[config.mk]
export PLATFORM = sky130hd
export DESIGN_NAME = scvr_isqrt
export DESIGN_NICKNAME = d
export VERILOG_FILES = /design/src/hw/rtl/scvr_pkg.sv /design/src/hw/rtl/scvr_isqrt.sv
export SDC_FILE = /design/constraint.sdc
export NUM_CORES = 2
export LEC_CHECK = 0
export BUFFER_PORTS_ARGS = -buffer_cell sky130_fd_sc_hd__buf_2
export CORE_MARGIN = 2
export CORE_UTILIZATION = 57
export CTS_BUF_LIST = sky130_fd_sc_hd__clkbuf_4 sky130_fd_sc_hd__clkbuf_8
export CTS_CLUSTER_DIAMETER = 200
export DETAILED_ROUTE_END_ITERATION = 10
export GPL_TIMING_DRIVEN = 0
export PLACE_DENSITY_LB_ADDON = 0.12
export SYNTH_ARGS = -nofsm -noshare
export SYNTH_HDL_FRONTEND = slang
export SYNTH_SLANG_ARGS = --single-unit
export TNS_END_PERCENT = 100
[constraint.sdc]
create_clock -name clk -period 4.6 [get_ports clk]
set_clock_uncertainty 0.2 [all_clocks]
set_input_delay 0.46 -clock clk [delete_from_list [all_inputs] [get_ports clk]]
set_output_delay 0.46 -clock clk [all_outputs]
set_load 0.005 [all_outputs]
[src/hw/rtl/scvr_pkg.sv]
// Shared widths, types and constants of the contact velocity response unit.
// No dependencies; every other file of the block imports this package.
package scvr_pkg;

	localparam int AXES   = 3;
	localparam int VEL_W  = 32;
	localparam int NRM_W  = 16;
	localparam int ROOT_W = 32;
	localparam int MAG_W  = ROOT_W;
	localparam int T_W    = 48;
	localparam int BASE_W = 47;
	localparam int CAP_W  = 47;
	localparam int SH_W   = 5;
	localparam int SH_MAX = 17;

	typedef logic signed [VEL_W-1:0]  vel_t;
	typedef logic signed [NRM_W-1:0]  nrm_t;
	typedef logic signed [BASE_W-1:0] base_t;
	typedef logic [MAG_W-1:0]         mag_t;
	typedef logic [SH_W-1:0]          shamt_t;

	localparam vel_t ONE_Q16 = 32'sd65536;
	localparam vel_t VEL_MAX = {1'b0, {(VEL_W-1){1'b1}}};
	localparam vel_t VEL_MIN = {1'b1, {(VEL_W-1){1'b0}}};

	// Fields that ride along the square root pipeline.
	typedef struct packed {
		mag_t [AXES-1:0]  mag;
		logic [AXES-1:0]  neg;
		base_t [AXES-1:0] base;
		logic [CAP_W-1:0] cap_sh;
		shamt_t           sh;
		logic             rub;
		logic             bnc;
	} sq_side_t;

	// Fields that ride along the divider pipeline.
	typedef struct packed {
		logic [AXES-1:0]  neg;
		base_t [AXES-1:0] base;
		shamt_t           sh;
		logic             rub;
		logic             bnc;
	} dv_side_t;

endpackage

[src/hw/rtl/scvr_isqrt.sv]
// Pipelined integer square root, one root bit resolved per register stage.
// Depends on scvr_pkg; carries a sideband of any packed type along.
module scvr_isqrt import scvr_pkg::*; #(
	parameter int  RootW  = ROOT_W,
	parameter type side_t = logic
) (
	input  logic               clk,
	input  logic               arst_n,
	input  logic               en,
	input  logic               in_vld,
	input  logic [2*RootW-1:0] rad,
	input  side_t              in_side,
	output logic               out_vld,
	output logic [RootW-1:0]   root,
	output side_t              out_side
);

	localparam int RadW = 2 * RootW;

	logic [RootW-1:0] vld_s;
	logic [RadW-1:0]  rem_s   [RootW];
	logic [RootW-1:0] root_s  [RootW];
	side_t            side_s  [RootW];

	logic [RadW-1:0]  cur_rem  [RootW];
	logic [RootW-1:0] cur_root [RootW];
	side_t            cur_side [RootW];
	logic [RadW-1:0]  nxt_rem  [RootW];
	logic [RootW-1:0] nxt_root [RootW];

	always_comb begin
		logic [RadW:0] test;
		logic          take;
		cur_rem[0]  = rad;
		cur_root[0] = '0;
		cur_side[0] = in_side;
		for (int j = 1; j < RootW; j++) begin
			cur_rem[j]  = rem_s[j-1];
			cur_root[j] = root_s[j-1];
			cur_side[j] = side_s[j-1];
		end
		for (int j = 0; j < RootW; j++) begin
			// Trial root adds bit b: the square grows by (2*root + 2^b) * 2^b.
			test = (((RadW+1)'(cur_root[j]) << 1) + ((RadW+1)'(1) << (RootW-1-j)))
				<< (RootW-1-j);
			take = (RadW+1)'(cur_rem[j]) >= test;
			nxt_rem[j]  = take ? cur_rem[j] - test[RadW-1:0] : cur_rem[j];
			nxt_root[j] = take ? cur_root[j] | (RootW'(1) << (RootW-1-j)) : cur_root[j];
		end
	end

	always_ff @(posedge clk or negedge arst_n) begin
		if (!arst_n) begin
			vld_s <= '0;
		end else if (en) begin
			vld_s <= {vld_s[RootW-2:0], in_vld};
		end
	end

	always_ff @(posedge clk) begin
		if (en) begin
			for (int j = 0; j < RootW; j++) begin
				rem_s[j]  <= nxt_rem[j];
				root_s[j] <= nxt_root[j];
				side_s[j] <= cur_side[j];
			end
		end
	end

	assign out_vld  = vld_s[RootW-1];
	assign root     = root_s[RootW-1];
	assign out_side = side_s[RootW-1];

endmodule

==> impl_metrics.yaml <==
run_status:
  status: "complete, no violations"
logic_synthesis:
  synth_warnings: 0
  synth_edf_count: 2544
  yosysTopAreaCell: "edfxtp_1"
  yosys-top-cells-area: "edfxtp_1, ha_1, xnor2_1"
  synthesis.nets: 10204
  synthArstFlopShare: 0.0124
  synth-main-ff-cell: "edfxtp_1"
  syn-instance-count: 9577
  synth_most_common_cell: "edfxtp_1"
  yosysTopAreaCellShare: 0.627
  synth_seq_area_share: 0.634
  synth_area_per_cell_um2: 12.7
  syn-cell-area_um2: 122000
  synth_common_cells: "edfxtp_1, inv_1, nand2_1"
  ys_ff_latch: 2576
  synth.distinct_cells: 91
grt:
  grtUsageMet3: 0.0337
  grt_pass1_vias: 77518
  grt_max_degree: 184
  grt_use_total: 0.258
  grt_pass1_wl_um: 439000
  met2_usage: 0.434
  antenna_found_initial: 14
  grt.overflow.total: 0
  top_usage_layer: "met2"
  grtUsageMet1: 0.352
setup_path:
  cp_max_fo: 7
  path_cells: "ha_1, clkbuf_1, nand4_1, nor3_2, nand3_1, or4_4, o2111ai_1, o21ai_0, a211oi_2, buf_4, and2_1, nor2b_1, xor2_1"
  cp-start-kind: "flop"
  worst_setup_path_end_kind: "flop"
  critPathArrivalTime_ns: 5.16
  critPathSlowestCell: "or4_4"
  cp.required_ns: 5.22
  slowest_delay_ns: 0.64
  critPathKind: "reg -> reg"
sta:
  worst_slack_ns: 0.0616
  rsz0062_at_grt: "true"
  finalMaxSlewViolations: 0
  worst_pin_slew_ns: 1.22
  setup_viol: 0
  hold_viol_final: 0
  min_period_ns: 4.54
  relSlewSlack: 0.179
  max_freq_mhz: 220
  post-route-period-util: 0.987
layout:
  fillers: 15941
  drive_above_1_share: 0.0998
  final_area_um2: 137000
  fin_nets: 10898
  area_growth_pct: 12.3
  final_util: 0.644
floorplan:
  io_pins: 103
  initial_utilization: 0.574
  die-area_um2: 217000
  rows: 169
  core_um2: 212000
  die_h_um: 466
  fp.dieW_um: 466
pwr:
  switchingPower_uw: 19400
  p_leak_uw: 0.0519
  ir_drop_mv: 0.376
  power_frac_seq: 0.485
  p_int_uw: 46800
  netSwitchingFraction: 0.293
  p_per_area_nw_per_um2: 484
  combPwrFrac: 0.210
  finalPower_uw: 66200
  clockPowerShare: 0.305
route:
  via_per_inst: 5.88
  drt_wl_total_um: 284000
  wl_per_cell_um: 21.2
  route.detailed.drc: 0
  drt-initial-drc-count: 7185
  num_vias: 78852
  ant_nets: 0
  first_pass_iters: 6
run:
  drv_cap: 0
place:
  dpl_worst_slack_ns: -1.34
  place_congestion: 0.932
  dp_hpwl_um: 208000
  place_area_um2: 126000
  io_buffers: 102
clock_tree:
  clk_path_buf_depth: 4
  cts_max_level: 5
  cts-root-buf: "clkbuf_8"
  numCtsBuffers: 423
  clock_sinks: 2576
  tritoncts: "yes"
  clkLatencyLatePin_ns: 1.05
  path_clk_slew_ns: 0.06
min_path:
  hold_path_class: "reg -> reg"
[cell families after synthesis]
| family | Yosys count | synth area share |
|---|---|---|
| fa+ha+maj | 558 | 0.0573 |
| buf+inv | 905 | 0.0280 |
| xor+xnor | 862 | 0.0620 |
| compound gates | 1816 | 0.0925 |
| flops | 2576 | 0.634 |
| mux | 113 | 0.0104 |
| simple gates | 2747 | 0.116 |
[metrics by stage]
| step | TNS (ns) | hold slack [ns] | std cells |
|---|---|---|---|
| finish | 0 | 0.185 | 13410 |
| global route | -0.0460 | 0.183 | 13410 |
| CTS | 0 | 0.0500 | 13401 |
| detailed placement | -152.52 | 0.205 | 12519 |
| global placement | - | 0.200 | 12500 |
| floorplan | 0 | -0.0356 | 9577 |
[layout by cell type (no fill, tap or decap), drive strengths merged, types with 156 or more instances in the layout]
cell type / count
xnor2: 488
ha: 558
a21oi: 574
xor2: 374
nand2: 641
nand4: 156
inv: 725
nor2: 601
nor3: 260
o21ai: 450
edfxtp: 2544
clkbuf: 705
clkinv: 159
a21o: 264
nor4: 316
[sequential cells by signal, indices dropped and copies added, names as in the netlist]
register,flops
rem_s,1984
root_s,528
side_s,32
vld_s,32
[layer usage]
layer,part of all wire,wire length (um),vias to the layer above
met5,0.000046,13,-
met3,0.051,14500,566
met2,0.49,139000,2434
met4,0.027,7650,2
li1,-,-,37256
met1,0.43,124000,38594
[final cells by class]
class,instances,area (um^2),share of cell area
inverters,719,2710,0.0198
clock inverters,201,1700,0.0124
well taps,2821,3530,0.0258
multi-input cells,6096,41600,0.304
flip-flops and latches,2576,77200,0.565
repair buffers,272,2470,0.0181
diodes,2,5.00,0.0000366
plain buffers,183,756,0.00553
clock buffers,540,6760,0.0494
[critical path: cells and delay by family (launching register included)]
family | cells | cell delay, ns
xor+xnor | 1 | 0.25
buf+inv | 2 | 0.45
compound gates | 3 | 1.03
flops | 1 | 0.43
fa+ha+maj | 1 | 0.30
simple gates | 6 | 1.72
[timing repair]
action                     CTS  global route
hold buffers               137             0
pin swaps                    3            13
setup endpoints to repair  403           329
setup buffers                5             9
gates resized for setup     58            78
hold endpoints to repair   224             0
[path summary, 6_finish.rpt]
kind                       slack (ns)  cells after the start           from            end
max                              0.06                     13  rem_s[1][672]  rem_s[1][759]
min                              0.19                      0   side_s[0][5]   side_s[0][6]
max reg2reg                      0.06                     13  rem_s[1][672]  rem_s[1][759]
min reg2reg                      0.19                      0   side_s[0][5]   side_s[0][6]
max in group asynchronous        3.81                      4         arst_n      vld_s[12]
min in group asynchronous        0.23                      4         arst_n      vld_s[25]
[power by group through the flow]
| stage | logic [uW] | registers (uW) | clock network [uW] |
|---|---|---|---|
| global route | 15400 | 32400 | 21700 |
| floorplan | 10000 | 31500 | 0 |
| global placement | 13100 | 34300 | 0 |
| detailed placement | 13400 | 32500 | 0 |
| CTS | 13600 | 32100 | 20700 |
| finish | 13900 | 32100 | 20200 |
No activity file was read; power rests on OpenSTA's default activity.
